$ cat src/rtl/stt_pkg.sv
`timescale 1ns / 1ps
// ----------------------------------------------------------------------------
// stt_pkg
// Shared constants, token kinds and scan modes for the source text tokenizer.
// ----------------------------------------------------------------------------
package stt_pkg;

  localparam int unsigned PositionBits = 32;
  localparam int unsigned LengthBits   = 16;
  localparam int unsigned KindBits     = 6;
  localparam int unsigned WordDepth    = 6;

  typedef enum logic [KindBits-1:0] {
    K_PLUS = 6'd0, K_MINUS, K_ARROW, K_STAR, K_SLASH, K_DSLASH, K_PERCENT,
    K_COMMA, K_COLON, K_ASSIGN, K_SEMI, K_DOT, K_ELLIPSIS, K_PL, K_PR,
    K_SL, K_SR, K_CL, K_CR, K_COMMENT, K_BANG, K_BANG_EQ, K_EQUAL, K_GT,
    K_GE, K_LT, K_LE, K_AND, K_OR, K_PIPE, K_STRING, K_INT, K_FLOAT,
    K_IDENT, K_EOF, K_INVALID,
    K_KW_ANY, K_KW_TYPE, K_KW_IF, K_KW_ELSE, K_KW_TRUE, K_KW_FALSE, K_KW_FN,
    K_KW_RETURN, K_KW_WHILE, K_KW_FOR, K_KW_INT, K_KW_FLOAT, K_KW_BOOL,
    K_KW_STRING
  } kind_e;

  typedef enum logic [3:0] {
    M_IDLE, M_PAIR, M_DOT, M_DOTDOT, M_IDENT, M_INT, M_INTDOT, M_FLOAT,
    M_STRING, M_COMMENT
  } mode_e;

  typedef logic [WordDepth-1:0][7:0] word_t;

  function automatic logic is_digit(logic [7:0] c);
    return (c >= 8'h30) && (c <= 8'h39);
  endfunction

  function automatic logic is_ident_char(logic [7:0] c);
    return ((c >= 8'h61) && (c <= 8'h7a)) || ((c >= 8'h41) && (c <= 8'h5a)) ||
           (c == 8'h5f);
  endfunction

  function automatic logic kw_eq(word_t w, logic [2:0] n, logic [47:0] s,
                                 logic [2:0] sn);
    logic ok;
    ok = (n == sn);
    for (int i = 0; i < 6; i++) begin
      if (i < int'(sn) && w[i] != s[47-8*i -: 8]) ok = 1'b0;
    end
    return ok;
  endfunction

  function automatic kind_e ident_kind(word_t w, logic [2:0] n);
    kind_e k;
    k = K_IDENT;
    if (kw_eq(w, n, {"Any", 24'd0}, 3'd3)) k = K_KW_ANY;
    if (kw_eq(w, n, {"type", 16'd0}, 3'd4)) k = K_KW_TYPE;
    if (kw_eq(w, n, {"if", 32'd0}, 3'd2)) k = K_KW_IF;
    if (kw_eq(w, n, {"else", 16'd0}, 3'd4)) k = K_KW_ELSE;
    if (kw_eq(w, n, {"true", 16'd0}, 3'd4)) k = K_KW_TRUE;
    if (kw_eq(w, n, {"false", 8'd0}, 3'd5)) k = K_KW_FALSE;
    if (kw_eq(w, n, {"fn", 32'd0}, 3'd2)) k = K_KW_FN;
    if (kw_eq(w, n, "return", 3'd6)) k = K_KW_RETURN;
    if (kw_eq(w, n, {"while", 8'd0}, 3'd5)) k = K_KW_WHILE;
    if (kw_eq(w, n, {"for", 24'd0}, 3'd3)) k = K_KW_FOR;
    if (kw_eq(w, n, {"Int", 24'd0}, 3'd3)) k = K_KW_INT;
    if (kw_eq(w, n, {"Float", 8'd0}, 3'd5)) k = K_KW_FLOAT;
    if (kw_eq(w, n, {"Bool", 16'd0}, 3'd4)) k = K_KW_BOOL;
    if (kw_eq(w, n, "String", 3'd6)) k = K_KW_STRING;
    return k;
  endfunction

  function automatic kind_e single_kind(logic [7:0] c);
    kind_e k;
    unique case (c)
      8'h2b: k = K_PLUS;
      8'h2a: k = K_STAR;
      8'h25: k = K_PERCENT;
      8'h2c: k = K_COMMA;
      8'h3b: k = K_SEMI;
      8'h3d: k = K_EQUAL;
      8'h28: k = K_PL;
      8'h29: k = K_PR;
      8'h5b: k = K_SL;
      8'h5d: k = K_SR;
      8'h7b: k = K_CL;
      8'h7d: k = K_CR;
      default: k = K_INVALID;
    endcase
    return k;
  endfunction

endpackage

$ cat src/rtl/source_text_tokenizer_unit.sv
`timescale 1ns / 1ps
// ----------------------------------------------------------------------------
// source_text_tokenizer_unit
// Streaming lexical scanner: one source byte per word in, tokens out.
// ----------------------------------------------------------------------------
// output: a token is offered in the cycle after the byte that completes it
// throughput: one byte per cycle while the output is not stalled; a byte that emits
//   several tokens stalls input while the three-entry queue drains one a cycle
// reset: scan idle, offsets and length zero, result queue empty
module source_text_tokenizer_unit #(
  parameter int unsigned POSITION_BITS = stt_pkg::PositionBits,
  parameter int unsigned LENGTH_BITS   = stt_pkg::LengthBits
) (
  input  logic                     clk_i,
  input  logic                     rst_ni,
  input  logic                     in_valid_i,
  output logic                     in_stall_o,
  input  logic [7:0]               char_code_i,
  output logic                     out_valid_o,
  input  logic                     out_stall_i,
  output logic [5:0]               token_kind_o,
  output logic [POSITION_BITS-1:0] token_start_o,
  output logic [LENGTH_BITS-1:0]   token_length_o,
  output logic                     last_of_run_o
);
  import stt_pkg::*;

  localparam logic [LENGTH_BITS-1:0] LenMax = '1;
  localparam logic [LENGTH_BITS-1:0] Len0 = '0;
  localparam logic [LENGTH_BITS-1:0] Len1 = LENGTH_BITS'(1);
  localparam logic [LENGTH_BITS-1:0] Len2 = (LENGTH_BITS > 1) ? LENGTH_BITS'(2) : LenMax;

  typedef struct packed {
    kind_e                    kind;
    logic [POSITION_BITS-1:0] start;
    logic [LENGTH_BITS-1:0]   len;
    logic                     last;
  } tok_t;

  mode_e                    mode_q, mode_d;
  logic [POSITION_BITS-1:0] offs_q, offs_d, begin_q, begin_d;
  logic [LENGTH_BITS-1:0]   run_q, run_d;
  word_t                    word_q, word_d;

  tok_t       slot_q [3];
  tok_t       slot_d [3];
  logic [1:0] cnt_q, cnt_d;
  logic [1:0] rd_q, rd_d;

  tok_t       tok [3];
  logic [1:0] ntok;
  logic       accept, pop;

  function automatic logic [LENGTH_BITS-1:0] sat_inc(logic [LENGTH_BITS-1:0] a,
                                                    logic [LENGTH_BITS-1:0] b);
    logic [LENGTH_BITS:0] s;
    s = {1'b0, a} + {1'b0, b};
    return s[LENGTH_BITS] ? LenMax : s[LENGTH_BITS-1:0];
  endfunction

  assign out_valid_o = (cnt_q != 2'd0);
  assign pop         = out_valid_o && !out_stall_i;
  // accept when queue will be empty this cycle
  assign in_stall_o  = !((cnt_q == 2'd0) || (cnt_q == 2'd1 && pop));
  assign accept      = in_valid_i && !in_stall_o;

  always_comb begin
    logic [7:0]               c;
    logic                     redo;
    logic [POSITION_BITS-1:0] pos;
    logic [7:0]               f;
    logic [7:0]               sec;
    kind_e                    two, one;
    logic [2:0]               nlen;
    c = char_code_i;
    pos = offs_q;
    mode_d = mode_q;
    begin_d = begin_q;
    run_d = run_q;
    word_d = word_q;
    ntok = 2'd0;
    redo = 1'b0;
    f = word_q[0];
    sec = 8'h3d;
    two = K_INVALID;
    one = K_INVALID;
    nlen = (run_q > LENGTH_BITS'(WordDepth)) ? 3'd7 : run_q[2:0];
    for (int i = 0; i < 3; i++) tok[i] = '{K_INVALID, pos, Len0, 1'b0};

    unique case (mode_q)
      M_PAIR: begin
        unique case (f)
          8'h2d: begin sec = 8'h3e; two = K_ARROW; one = K_MINUS; end
          8'h2f: begin sec = 8'h2f; two = K_DSLASH; one = K_SLASH; end
          8'h3a: begin two = K_ASSIGN; one = K_COLON; end
          8'h21: begin two = K_BANG_EQ; one = K_BANG; end
          8'h3e: begin two = K_GE; one = K_GT; end
          8'h3c: begin two = K_LE; one = K_LT; end
          8'h26: begin sec = 8'h26; two = K_AND; end
          default: begin sec = 8'h7c; two = K_OR; one = K_PIPE; end
        endcase
        mode_d = M_IDLE;
        if (c == sec) begin
          tok[0] = '{two, begin_q, Len2, 1'b0}; ntok = 2'd1;
        end else begin
          tok[0] = '{one, begin_q, (f == 8'h26) ? Len0 : Len1, 1'b0}; ntok = 2'd1;
          redo = 1'b1;
        end
      end
      M_DOT: begin
        if (c == 8'h2e) begin
          mode_d = M_DOTDOT; run_d = sat_inc(run_q, Len1);
        end else begin
          tok[0] = '{K_DOT, begin_q, Len1, 1'b0}; ntok = 2'd1;
          mode_d = M_IDLE; redo = 1'b1;
        end
      end
      M_DOTDOT: begin
        mode_d = M_IDLE;
        if (c == 8'h2e) begin
          tok[0] = '{K_ELLIPSIS, begin_q, sat_inc(run_q, Len1), 1'b0}; ntok = 2'd1;
        end else begin
          tok[0] = '{K_INVALID, begin_q, Len0, 1'b0}; ntok = 2'd1; redo = 1'b1;
        end
      end
      M_IDENT: begin
        if (is_ident_char(c) || is_digit(c)) begin
          for (int i = 1; i < WordDepth; i++)
            if (run_q == LENGTH_BITS'(i)) word_d[i] = c;
          run_d = sat_inc(run_q, Len1);
        end else begin
          tok[0] = '{ident_kind(word_q, nlen), begin_q, run_q, 1'b0}; ntok = 2'd1;
          mode_d = M_IDLE; redo = 1'b1;
        end
      end
      M_INT: begin
        if (is_digit(c)) run_d = sat_inc(run_q, Len1);
        else if (c == 8'h2e) mode_d = M_INTDOT;
        else begin
          tok[0] = '{K_INT, begin_q, run_q, 1'b0}; ntok = 2'd1;
          mode_d = M_IDLE; redo = 1'b1;
        end
      end
      M_INTDOT: begin
        if (is_digit(c)) begin
          mode_d = M_FLOAT; run_d = sat_inc(run_q, Len2);
        end else begin
          tok[0] = '{K_INT, begin_q, run_q, 1'b0};
          ntok = 2'd1;
          begin_d = pos - POSITION_BITS'(1);
          run_d = Len1;
          if (c == 8'h2e) begin
            mode_d = M_DOTDOT; run_d = sat_inc(Len1, Len1);
          end else begin
            tok[1] = '{K_DOT, pos - POSITION_BITS'(1), Len1, 1'b0}; ntok = 2'd2;
            mode_d = M_IDLE; redo = 1'b1;
          end
        end
      end
      M_FLOAT: begin
        if (is_digit(c)) run_d = sat_inc(run_q, Len1);
        else begin
          tok[0] = '{K_FLOAT, begin_q, run_q, 1'b0}; ntok = 2'd1;
          mode_d = M_IDLE; redo = 1'b1;
        end
      end
      M_STRING: begin
        if (c == 8'h27) begin
          tok[0] = '{K_STRING, begin_q, sat_inc(run_q, Len1), 1'b0}; ntok = 2'd1;
          mode_d = M_IDLE;
        end else if (c == 8'h00) begin
          tok[0] = '{K_STRING, begin_q, run_q, 1'b0}; ntok = 2'd1;
          mode_d = M_IDLE; redo = 1'b1;
        end else run_d = sat_inc(run_q, Len1);
      end
      M_COMMENT: begin
        if (c == 8'h0a || c == 8'h00) begin
          tok[0] = '{K_COMMENT, begin_q, run_q, 1'b0}; ntok = 2'd1;
          mode_d = M_IDLE; redo = 1'b1;
        end else run_d = sat_inc(run_q, Len1);
      end
      default: redo = 1'b1;
    endcase

    if (redo) begin
      mode_d = M_IDLE;
      priority if (c == 8'h20 || c == 8'h09 || c == 8'h0d || c == 8'h0a) begin
      end else if (c == 8'h00) begin
        tok[ntok] = '{K_EOF, pos, Len1, 1'b0}; ntok = ntok + 2'd1;
      end else if (c == 8'h2d || c == 8'h2f || c == 8'h3a || c == 8'h21 ||
                   c == 8'h3e || c == 8'h3c || c == 8'h26 || c == 8'h7c) begin
        mode_d = M_PAIR; begin_d = pos; run_d = Len1; word_d[0] = c;
      end else if (c == 8'h2e) begin
        mode_d = M_DOT; begin_d = pos; run_d = Len1;
      end else if (c == 8'h23) begin
        mode_d = M_COMMENT; begin_d = pos; run_d = Len1;
      end else if (c == 8'h27) begin
        mode_d = M_STRING; begin_d = pos; run_d = Len1;
      end else if (is_digit(c)) begin
        mode_d = M_INT; begin_d = pos; run_d = Len1;
      end else if (is_ident_char(c)) begin
        mode_d = M_IDENT; begin_d = pos; run_d = Len1; word_d[0] = c;
      end else begin
        tok[ntok] = '{single_kind(c), pos, Len1, 1'b0}; ntok = ntok + 2'd1;
      end
    end
    if (ntok != 2'd0) tok[ntok - 2'd1].last = 1'b1;
    offs_d = (c == 8'h00) ? '0 : pos + POSITION_BITS'(1);
  end

  always_comb begin
    cnt_d = cnt_q;
    rd_d  = rd_q;
    for (int i = 0; i < 3; i++) slot_d[i] = slot_q[i];
    if (pop) begin
      cnt_d = cnt_q - 2'd1;
      rd_d  = rd_q + 2'd1;
    end
    if (accept) begin
      for (int i = 0; i < 3; i++) slot_d[i] = tok[i];
      cnt_d = ntok;
      rd_d  = 2'd0;
    end
  end

  always_ff @(posedge clk_i or negedge rst_ni) begin
    if (!rst_ni) begin
      mode_q  <= M_IDLE;
      offs_q  <= '0;
      begin_q <= '0;
      run_q   <= '0;
      cnt_q   <= 2'd0;
      rd_q    <= 2'd0;
    end else begin
      cnt_q <= cnt_d;
      rd_q  <= rd_d;
      if (accept) begin
        mode_q  <= mode_d;
        offs_q  <= offs_d;
        begin_q <= begin_d;
        run_q   <= run_d;
      end
    end
  end

  always_ff @(posedge clk_i) begin
    if (accept) word_q <= word_d;
    for (int i = 0; i < 3; i++) slot_q[i] <= slot_d[i];
  end

  assign token_kind_o   = slot_q[rd_q].kind;
  assign token_start_o  = slot_q[rd_q].start;
  assign token_length_o = slot_q[rd_q].len;
  assign last_of_run_o  = slot_q[rd_q].last;

  a_cnt_range: assert property (@(posedge clk_i) disable iff (!rst_ni)
    cnt_q != 2'd3 || rd_q == 2'd0) else $error("queue index out of range");
  a_last_end: assert property (@(posedge clk_i) disable iff (!rst_ni)
    (out_valid_o && cnt_q == 2'd1) |-> last_of_run_o)
    else $error("final token lacks last flag");
  a_mid_nolast: assert property (@(posedge clk_i) disable iff (!rst_ni)
    (out_valid_o && cnt_q > 2'd1) |-> !last_of_run_o)
    else $error("last flag before end of run");
  a_no_accept_busy: assert property (@(posedge clk_i) disable iff (!rst_ni)
    (cnt_q > 2'd1) |-> in_stall_o) else $error("accept while queue busy");
endmodule

$ cat config.mk
export PLATFORM = sky130hd
export DESIGN_NAME = source_text_tokenizer_unit
export DESIGN_NICKNAME = d
export VERILOG_FILES = /design/src/rtl/stt_pkg.sv /design/src/rtl/source_text_tokenizer_unit.sv
export SDC_FILE = /design/constraint.sdc
export NUM_CORES = 1
export LEC_CHECK = 0
export ABC_AREA = 1
export BUFFER_PORTS_ARGS = -buffer_cell sky130_fd_sc_hd__clkbuf_2
export CORE_AREA = 2 2 221 223
export CTS_BUF_LIST = sky130_fd_sc_hd__clkbuf_4
export DETAILED_ROUTE_END_ITERATION = 8
export DIE_AREA = 0 0 223 225
export GPL_TIMING_DRIVEN = 0
export PLACE_DENSITY = 0.57
export SETUP_SLACK_MARGIN = 0.05
export SLEW_MARGIN = 5
export SYNTH_ARGS = -nofsm -noshare
export SYNTH_HDL_FRONTEND = slang
export SYNTH_SLANG_ARGS = --single-unit
$ cat constraint.sdc
create_clock -name clk_i -period 5.3 [get_ports clk_i]
set_input_delay 0 -clock clk_i [delete_from_list [all_inputs] [get_ports clk_i]]
set_output_delay 0 -clock clk_i [all_outputs]
set_load 0.1 [all_outputs]
==> results of run 1 <==
-- cells in the mapped netlist, types with 4 or more instances --
library cell               instances  area, um2
sky130_fd_sc_hd__o22ai_1          39        244
sky130_fd_sc_hd__buf_4             8       60.1
sky130_fd_sc_hd__ha_1             12        150
sky130_fd_sc_hd__edfxtp_1        183       5500
sky130_fd_sc_hd__xor2_1           36        315
sky130_fd_sc_hd__nand3_1         188        941
sky130_fd_sc_hd__buf_1            15       56.3
sky130_fd_sc_hd__o211ai_1         30        225
sky130_fd_sc_hd__a22oi_1          26        195
sky130_fd_sc_hd__nand2_2          15       93.8
sky130_fd_sc_hd__and3_1            5       31.3
sky130_fd_sc_hd__a31oi_1           6       37.5
sky130_fd_sc_hd__clkbuf_1        117        439
sky130_fd_sc_hd__nor2_4            8       90.1
sky130_fd_sc_hd__nand2_1         688       2580
sky130_fd_sc_hd__o21ai_0         169        846
sky130_fd_sc_hd__nand4_1          85        532
sky130_fd_sc_hd__o21ai_1          14       70.1
sky130_fd_sc_hd__nor2_1          379       1420
sky130_fd_sc_hd__a21oi_1         232       1160
sky130_fd_sc_hd__nand3b_1         10       75.1
sky130_fd_sc_hd__clkinv_1          7       26.3
sky130_fd_sc_hd__nor3_1           63        315
sky130_fd_sc_hd__dfrtp_1          88       2200
sky130_fd_sc_hd__inv_1           247        927
sky130_fd_sc_hd__mux2i_1           7       70.1
sky130_fd_sc_hd__nor2_2            5       31.3
sky130_fd_sc_hd__buf_2            18       90.1
sky130_fd_sc_hd__inv_2            24       90.1
sky130_fd_sc_hd__nor4_1           12       75.1
sky130_fd_sc_hd__a211oi_1          4       30.0
-- area by class of cell --
type                       instances  area, um2
sequential                       271       7700
inverter                         280       1050
multi-input combinational       2076       9980
fill                            4996      25700
tap                              615        769
antenna                            4       10.0
buffer                           161        687
timing repair buffer              84        554
clock buffer                     120        901
clock inverter                    22        159
-- worst paths after layout --
kind,start,end,slack [ns],depth (start not counted)
max,mode_q[2]$_DFFE_PN0P_,slot_q[0][1]$_DFFE_PP_,0.79,16
min,char_code_i[6],word_q[22]$_DFFE_PP_,0.09,2
max reg2reg,mode_q[2]$_DFFE_PN0P_,slot_q[0][1]$_DFFE_PP_,0.79,16
min reg2reg,offs_q[12]$_DFFE_PN0P_,slot_q[2][29]$_DFFE_PP_,0.45,0
max in group asynchronous,rst_ni,offs_q[18]$_DFFE_PN0P_,4.43,5
min in group asynchronous,rst_ni,begin_q[1]$_DFFE_PN0P_,0.17,4
-- critical path: cells and delay by family, from the launching register on --
kind	cells	cell delay, ns
compound gates	1	0.32
fa+ha+maj	1	0.26
buf+inv	6	1.18
flops	1	0.42
simple gates	8	1.99
-- cells by family (layout without fill, tap and decap cells) --
family / count (synthesis) / in the layout / synth area share
other: 0 / 4 / 0
AO/OA/AOI/OAI: 541 / 541 / 0.155
XOR/XNOR: 39 / 39 / 0.0176
buffers and inverters: 441 / 667 / 0.0894
AND/OR/NAND/NOR: 1477 / 1477 / 0.330
adder cells (fa/ha/maj): 12 / 12 / 0.00774
multiplexers: 7 / 7 / 0.00361
flip-flops: 271 / 271 / 0.397
-- where the power goes --
group / switching, uW / leakage (uW) / internal [uW] / total, uW
sequential: 343 / 0.00271 / 3040 / 3380
combinational: 6790 / 0.00627 / 1800 / 8590
clock: 1040 / 0.000626 / 1130 / 2180
total: 8180 / 0.00961 / 5970 / 14100
-- sequential cells by signal, summed over array words and instances (netlist names) --
name     count
cnt_q        2
mode_q       4
run_q       16
rd_q         2
slot_q     135
word_q      48
begin_q     32
offs_q      32
-- metal layers --
metal / global-route usage / up-vias / wire length, um
met5: 0 / - / 0
met4: 0.162 / 0 / 3900
met3: 0.0806 / 223 / 9140
li1: - / 9778 / -
met2: 0.496 / 1285 / 36200
met1: 0.501 / 10400 / 38900
-- metrics by stage --
step | TNS [ns] | power (uW) | cell area [um2] | cells | hold WS [ns]
after floorplan | 0 | 9220 | 19400 | 2788 | -0.296
after global placement | -27.68 | 11700 | 20500 | 3471 | 0.348
after detailed placement | 0 | 11800 | 20600 | 3473 | -0.108
after CTS | 0 | 14000 | 21800 | 3629 | 0.0103
after global routing | 0 | 14900 | 21800 | 3633 | 0.0752
final | 0 | 14100 | 21800 | 3633 | 0.0901
==> load_flow_metrics.sql, run 1 <==
INSERT INTO impl_metrics (metric_group, metric, value, unit) VALUES
('worst_setup_path', 'worst_path_max_stage_delay', '0.54', 'ns'),
('clock_tree', 'clkTransAtPathRegs', '0.07', 'ns'),
('synthesis', 'synth_ff_type', 'sky130_fd_sc_hd__edfxtp_1', ''),
('min_path', 'hold_path.class', 'in2reg', ''),
('clock_tree', 'worst_skew_pair.late_latency', '0.87', 'ns'),
('sta', 'final.min_clock_period', '4.51', 'ns'),
('clock_tree', 'clock_tree.buffer_depth', '3', ''),
('floorplan', 'die_x', '223', 'um'),
('floorplan', 'pin_count', '69', ''),
('drt', 'drtIter0Drc', '2589', ''),
('cells_and_area', 'num-nets-final', '2977', ''),
('global_routing', 'overflow', '0', ''),
('sta', 'clock.fmax', '0.222', 'GHz'),
('power', 'power.leakage', '0.00961', 'uW'),
('drt', 'avgRoutedWirePerCell', '24.3', 'um'),
('floorplan', 'placeable_core_region', '0.0475', 'mm2'),
('sta', 'timing_max_transition_violations_final', '0', ''),
('sta', 'finalSetupViolations', '0', ''),
('synthesis', 'yosysWarningCount', '0', ''),
('power', 'max-vdd-ir-drop', '0.522', 'mV'),
('global_routing', 'grt_pass1_wl', '130000', 'um'),
('synthesis', 'synth_fp_nets', '2812', ''),
('sta', 'slew-limit-headroom', '0.192', ''),
('floorplan', 'start_util', '0.408', ''),
('global_routing', 'grt_max_degree', '77', ''),
('clock_tree', 'cts_tree', 'yes', ''),
('global_routing', 'initial_antenna_violation_count', '3', ''),
('place', 'globalplace.congestion', '0.985', ''),
('synthesis', 'synth_enable_flop_cells', '183', ''),
('synthesis', 'synthesis.area_per_instance', '6.96', 'um2'),
('synthesis', 'synth.lib_cells_used.distinct', '58', ''),
('worst_setup_path', 'worst_path_max_delay_cell', 'sky130_fd_sc_hd__nor2_2', ''),
('power', 'pwr_density_cell', '649', 'mW/mm2'),
('sta', 'finalCritPeriodShare', '0.852', ''),
('worst_setup_path', 'crit_top_cell', 'sky130_fd_sc_hd__inv_1', ''),
('global_routing', 'grt_util_overall', '0.349', ''),
('synthesis', 'ys_seq_elements', '271', ''),
('clock_tree', 'cts-hold-fix-buffers', '14', ''),
('worst_setup_path', 'timing.critical_path.cells', 'nor2_1, inv_2, nor2_2, inv_1, nor2_1, inv_1, nand2_1, nor2_1, nand3_1, inv_1, ha_1, inv_1, nor2_4, nand2_2, buf_2, o2111ai_1', ''),
('clock_tree', 'post_cts.repair.setup_buffers', '0', ''),
('cells_and_area', 'commonest_non_fill_non_tap_cell_in_the_layout', 'sky130_fd_sc_hd__nand2_1', ''),
('clock_tree', 'cts-buffers-inserted', '79', ''),
('drt', 'drc', '0', ''),
('floorplan', 'fp.dieArea', '0.0502', 'mm2'),
('sta', 'worst_clock_skew', '0.0505', 'ns'),
('sta', 'rsz0062_at_grt', 'false', ''),
('clock_tree', 'tritoncts_num_sinks', '271', ''),
('synthesis', 'mappedNetlistArea', '0.0194', 'mm2'),
('synthesis', 'syn_inst', '2788', ''),
('cells_and_area', 'fraction_of_final_layout_cells_with_drive_strength_greater_than_1', '0.102', ''),
('global_routing', 'first_global_vias', '20400', ''),
('sta', 'final-hold-violation-count', '0', ''),
('worst_setup_path', 'start_kind', 'flop', ''),
('drt', 'wirelength', '88100', 'um'),
('cells_and_area', 'flow.area_growth_from_synthesis', '12.4', '%'),
('worst_setup_path', 'crit_type', 'reg2reg', ''),
('drt', 'vias', '21700', ''),
('status', 'run_status', 'complete, no violations', ''),
('drt', 'first_pass_iters', '8', ''),
('clock_tree', 'cts-resized-gates', '0', ''),
('worst_setup_path', 'crit_arrival', '5.02', 'ns'),
('sta', 'worst_slack', '0.785', 'ns'),
('drt', 'postRouteAntennaNets', '0', ''),
('job', 'max_cap_violations', '0', ''),
('worst_setup_path', 'setup.worst_path.end_class', 'flop', ''),
('worst_setup_path', 'critical_path_peak_fanout', '10', ''),
('cells_and_area', 'final_cell_mix', 'sky130_fd_sc_hd__nand2_1, sky130_fd_sc_hd__nor2_1, sky130_fd_sc_hd__inv_1, sky130_fd_sc_hd__a21oi_1, sky130_fd_sc_hd__nand3_1', ''),
('cells_and_area', 'layout.core_utilization', '0.459', ''),
('place', 'hpwlAfterDp', '64300', 'um'),
('worst_setup_path', 'cp_data_required_time', '5.80', 'ns'),
('place', 'dp_slack', '1.05', 'ns'),
('sta', 'timing_worst_slew_pin_value', '1.20', 'ns'),
('clock_tree', 'ctsHtreeMaxLevel', '3', ''),
('clock_tree', 'clock_tree.root_cell', 'sky130_fd_sc_hd__clkbuf_4', ''),
('floorplan', 'rows', '80', ''),
('synthesis', 'seq_total_area_yosys', '0.397', ''),
('drt', 'post_drt_via_cell_ratio', '5.98', ''),
('synthesis', 'asyncSetResetFlopFracSynth', '0.325', ''),
('floorplan', 'dieHeight', '225', 'um'),
('place', 'port_buffers', '68', '');
Power figures use the tool's default switching activity.
==> run 2, diff against run 1 <==
PLACE_DENSITY = default   (was 0.57)
PLACE_DENSITY_LB_ADDON = 0.1   (was default)
==> run 2 against run 1 <==
Net effect:
- via count down 1.5%
- combinational power down 0.8%
- sequential share of layout area about the same
- count of clock-buffer cells in the layout up 3
- register-to-register slack better by 0.07 ns
- global-route usage down 0.92 points
- maximum frequency up 1.7%
- critical path depth unchanged
- flip-flop and latch count unchanged
- wire length down 2.3%
- non-clock buffer count unchanged
- design area about the same
==> load_flow_metrics.sql, run 2 (synthesized netlist as in run 1, its figures left out) <==
INSERT INTO impl_metrics (metric_group, metric, value, unit) VALUES
('clock_tree', 'ctsHtreeMaxLevel', '3', ''),
('cells_and_area', 'commonest_non_fill_non_tap_cell_in_the_layout', 'sky130_fd_sc_hd__nand2_1', ''),
('sta', 'clock.fmax', '0.225', 'GHz'),
('drt', 'avgRoutedWirePerCell', '23.7', 'um'),
('drt', 'first_pass_iters', '8', ''),
('global_routing', 'grt_pass1_wl', '126000', 'um'),
('cells_and_area', 'num-nets-final', '2978', ''),
('sta', 'finalCritPeriodShare', '0.838', ''),
('place', 'globalplace.congestion', '0.994', ''),
('clock_tree', 'clock_tree.root_cell', 'sky130_fd_sc_hd__clkbuf_4', ''),
('cells_and_area', 'largest_registers_ranked_by_flip_flop_count', 'slot_q: 135 flops, word_q: 48 flops', ''),
('cells_and_area', 'largest_register_ffs', '135', ''),
('floorplan', 'placeable_core_region', '0.0475', 'mm2'),
('floorplan', 'start_util', '0.408', ''),
('power', 'power.leakage', '0.00960', 'uW'),
('drt', 'post_drt_via_cell_ratio', '5.89', ''),
('worst_setup_path', 'cp-startpoint', 'mode_q[0]$_DFFE_PN0P_', ''),
('job', 'max_cap_violations', '0', ''),
('global_routing', 'overflow', '0', ''),
('place', 'hpwlAfterDp', '63900', 'um'),
('drt', 'postRouteAntennaNets', '0', ''),
('worst_setup_path', 'crit_arrival', '4.95', 'ns'),
('floorplan', 'dieHeight', '225', 'um'),
('sta', 'final.min_clock_period', '4.44', 'ns'),
('worst_setup_path', 'setup.worst_path.end_class', 'flop', ''),
('clock_tree', 'cts_tree', 'yes', ''),
('worst_setup_path', 'timing.critical_path.cells', 'inv_2, nand2_1, nor2_2, inv_1, nor2_1, inv_1, nand2_1, nor2_1, nand3_1, inv_1, ha_1, inv_1, nor2_4, nand2_2, buf_2, o2111ai_1', ''),
('worst_setup_path', 'crit_family', 'simple AND/OR/NAND/NOR gates', ''),
('cells_and_area', 'register_area', '0.00770', 'mm2'),
('global_routing', 'grt_max_degree', '81', ''),
('floorplan', 'fp.dieArea', '0.0502', 'mm2'),
('global_routing', 'first_global_vias', '20100', ''),
('worst_setup_path', 'worst_path_max_delay_cell', 'sky130_fd_sc_hd__nor2_2', ''),
('place', 'port_buffers', '68', ''),
('sta', 'setup-tns-final', '0', 'ns'),
('floorplan', 'pin_count', '69', ''),
('worst_setup_path', 'critical_path.reg2reg.startpoint', 'mode_q[0]$_DFFE_PN0P_', ''),
('clock_tree', 'cts-buffers-inserted', '80', ''),
('clock_tree', 'post_cts.repair.setup_buffers', '0', ''),
('sta', 'rsz0062_at_grt', 'false', ''),
('sta', 'timing_max_transition_violations_final', '0', ''),
('cells_and_area', 'fraction_of_final_layout_cells_with_drive_strength_greater_than_1', '0.102', ''),
('floorplan', 'rows', '80', ''),
('worst_setup_path', 'cp_data_required_time', '5.81', 'ns'),
('power', 'pwr_density_cell', '643', 'mW/mm2'),
('sta', 'timing_worst_slew_pin_value', '1.21', 'ns'),
('cells_and_area', 'largest_register', 'slot_q', ''),
('worst_setup_path', 'crit_top_cell', 'sky130_fd_sc_hd__inv_1', ''),
('drt', 'drc', '0', ''),
('drt', 'wirelength', '86100', 'um'),
('cells_and_area', 'flow.area_growth_from_synthesis', '12.3', '%'),
('clock_tree', 'clkTransAtPathRegs', '0.08', 'ns'),
('min_path', 'hold_path.startpoint', 'char_code_i[7]', ''),
('cells_and_area', 'final.fill_count', '5029', ''),
('cells_and_area', 'multi_input_comb_area', '0.00998', 'mm2'),
('sta', 'slew-limit-headroom', '0.188', ''),
('drt', 'drtIter0Drc', '2596', ''),
('sta', 'final-hold-violation-count', '0', ''),
('sta', 'worst_clock_skew', '0.0702', 'ns'),
('clock_tree', 'clock_tree.buffer_depth', '3', ''),
('cells_and_area', 'final_cell_mix', 'sky130_fd_sc_hd__nand2_1, sky130_fd_sc_hd__nor2_1, sky130_fd_sc_hd__inv_1, sky130_fd_sc_hd__a21oi_1, sky130_fd_sc_hd__nand3_1', ''),
('drt', 'vias', '21400', ''),
('worst_setup_path', 'worst-path-buf-inv', '6', ''),
('sta', 'finalSetupViolations', '0', ''),
('clock_tree', 'cts-hold-fix-buffers', '14', ''),
('place', 'placed_area', '0.0206', 'mm2'),
('power', 'max-vdd-ir-drop', '0.449', 'mV'),
('clock_tree', 'worst_skew_pair.late_latency', '0.88', 'ns'),
('floorplan', 'die_x', '223', 'um'),
('clock_tree', 'cts-resized-gates', '0', ''),
('min_path', 'hold_path.class', 'in2reg', ''),
('worst_setup_path', 'critical_path_peak_fanout', '10', ''),
('worst_setup_path', 'start_kind', 'flop', ''),
('status', 'run_status', 'complete, no violations', ''),
('cells_and_area', 'finalInstanceArea', '0.0218', 'mm2'),
('global_routing', 'initial_antenna_violation_count', '2', ''),
('clock_tree', 'tritoncts_num_sinks', '271', ''),
('worst_setup_path', 'worst_path_max_stage_delay', '0.57', 'ns'),
('global_routing', 'grt_util_overall', '0.340', ''),
('worst_setup_path', 'crit_type', 'reg2reg', '');
## run 2: cell types whose count changed in the layout (fill, tap and decap cells not counted), sizes merged
cell and change:
diode -2, clkinv -4, clkinvlp +2, clkbuf +3, bufinv -1
## run 2: final timing paths
| path | end | slack, ns | cells past startpoint |
|---|---|---|---|
| setup reg to reg | slot_q[0][1]$_DFFE_PP_ | 0.86 | 16 |
| setup / recovery | slot_q[0][1]$_DFFE_PP_ | 0.86 | 16 |
| hold / removal | word_q[15]$_DFFE_PP_ | 0.09 | 2 |
| min in group asynchronous | mode_q[0]$_DFFE_PN0P_ | 0.16 | 4 |
| hold reg to reg | slot_q[2][32]$_DFFE_PP_ | 0.44 | 0 |
| max in group asynchronous | offs_q[28]$_DFFE_PN0P_ | 4.41 | 5 |
## run 2: area by class of cell
type,count,area share
clock buffer,123,0.0424
multi-input combinational,2076,0.458
tap,615,0.0353
inverter,280,0.0484
timing repair buffer,84,0.0254
buffer,161,0.0315
sequential,271,0.353
clock inverter,19,0.00557
antenna,2,0.000230
## run 2: routing by layer
| layer | vias up | wire [um] | GRT usage |
|---|---|---|---|
| met5 | - | 9 | 0 |
| li1 | 9774 | - | - |
| met2 | 1242 | 35300 | 0.489 |
| met4 | 2 | 3980 | 0.166 |
| met1 | 10200 | 37700 | 0.481 |
| met3 | 222 | 9170 | 0.0763 |
## run 2: worst register-to-register path: cells and delay by family, from the launching register on
family / cells / cell delay, ns
AOI/OAI and AO/OA: 1 / 0.29
buffers and inverters: 6 / 1.17
and+or+nand+nor: 8 / 1.83
DFF: 1 / 0.49
adders and majority gates: 1 / 0.27
## run 2: power by group
group / switching (uW) / internal (uW) / total, uW / leakage, uW
Combinational: 6720 / 1800 / 8520 / 0.00627
Clock: 1000 / 1100 / 2110 / 0.000613
Sequential: 346 / 3040 / 3380 / 0.00271
## run 2: stage by stage
step                instances  total power, uW  setup WS, ns  utilization  hold slack, ns
detailed placement       3473            11700          1.03        0.433          -0.114
global route             3631            14700         0.721        0.458          0.0934
floorplan                2788             9220          1.12            -          -0.296
CTS                      3629            13900          1.03        0.458          0.0251
global placement         3471            11700        -0.317        0.432           0.352
finish                   3631            14000         0.860        0.458          0.0924
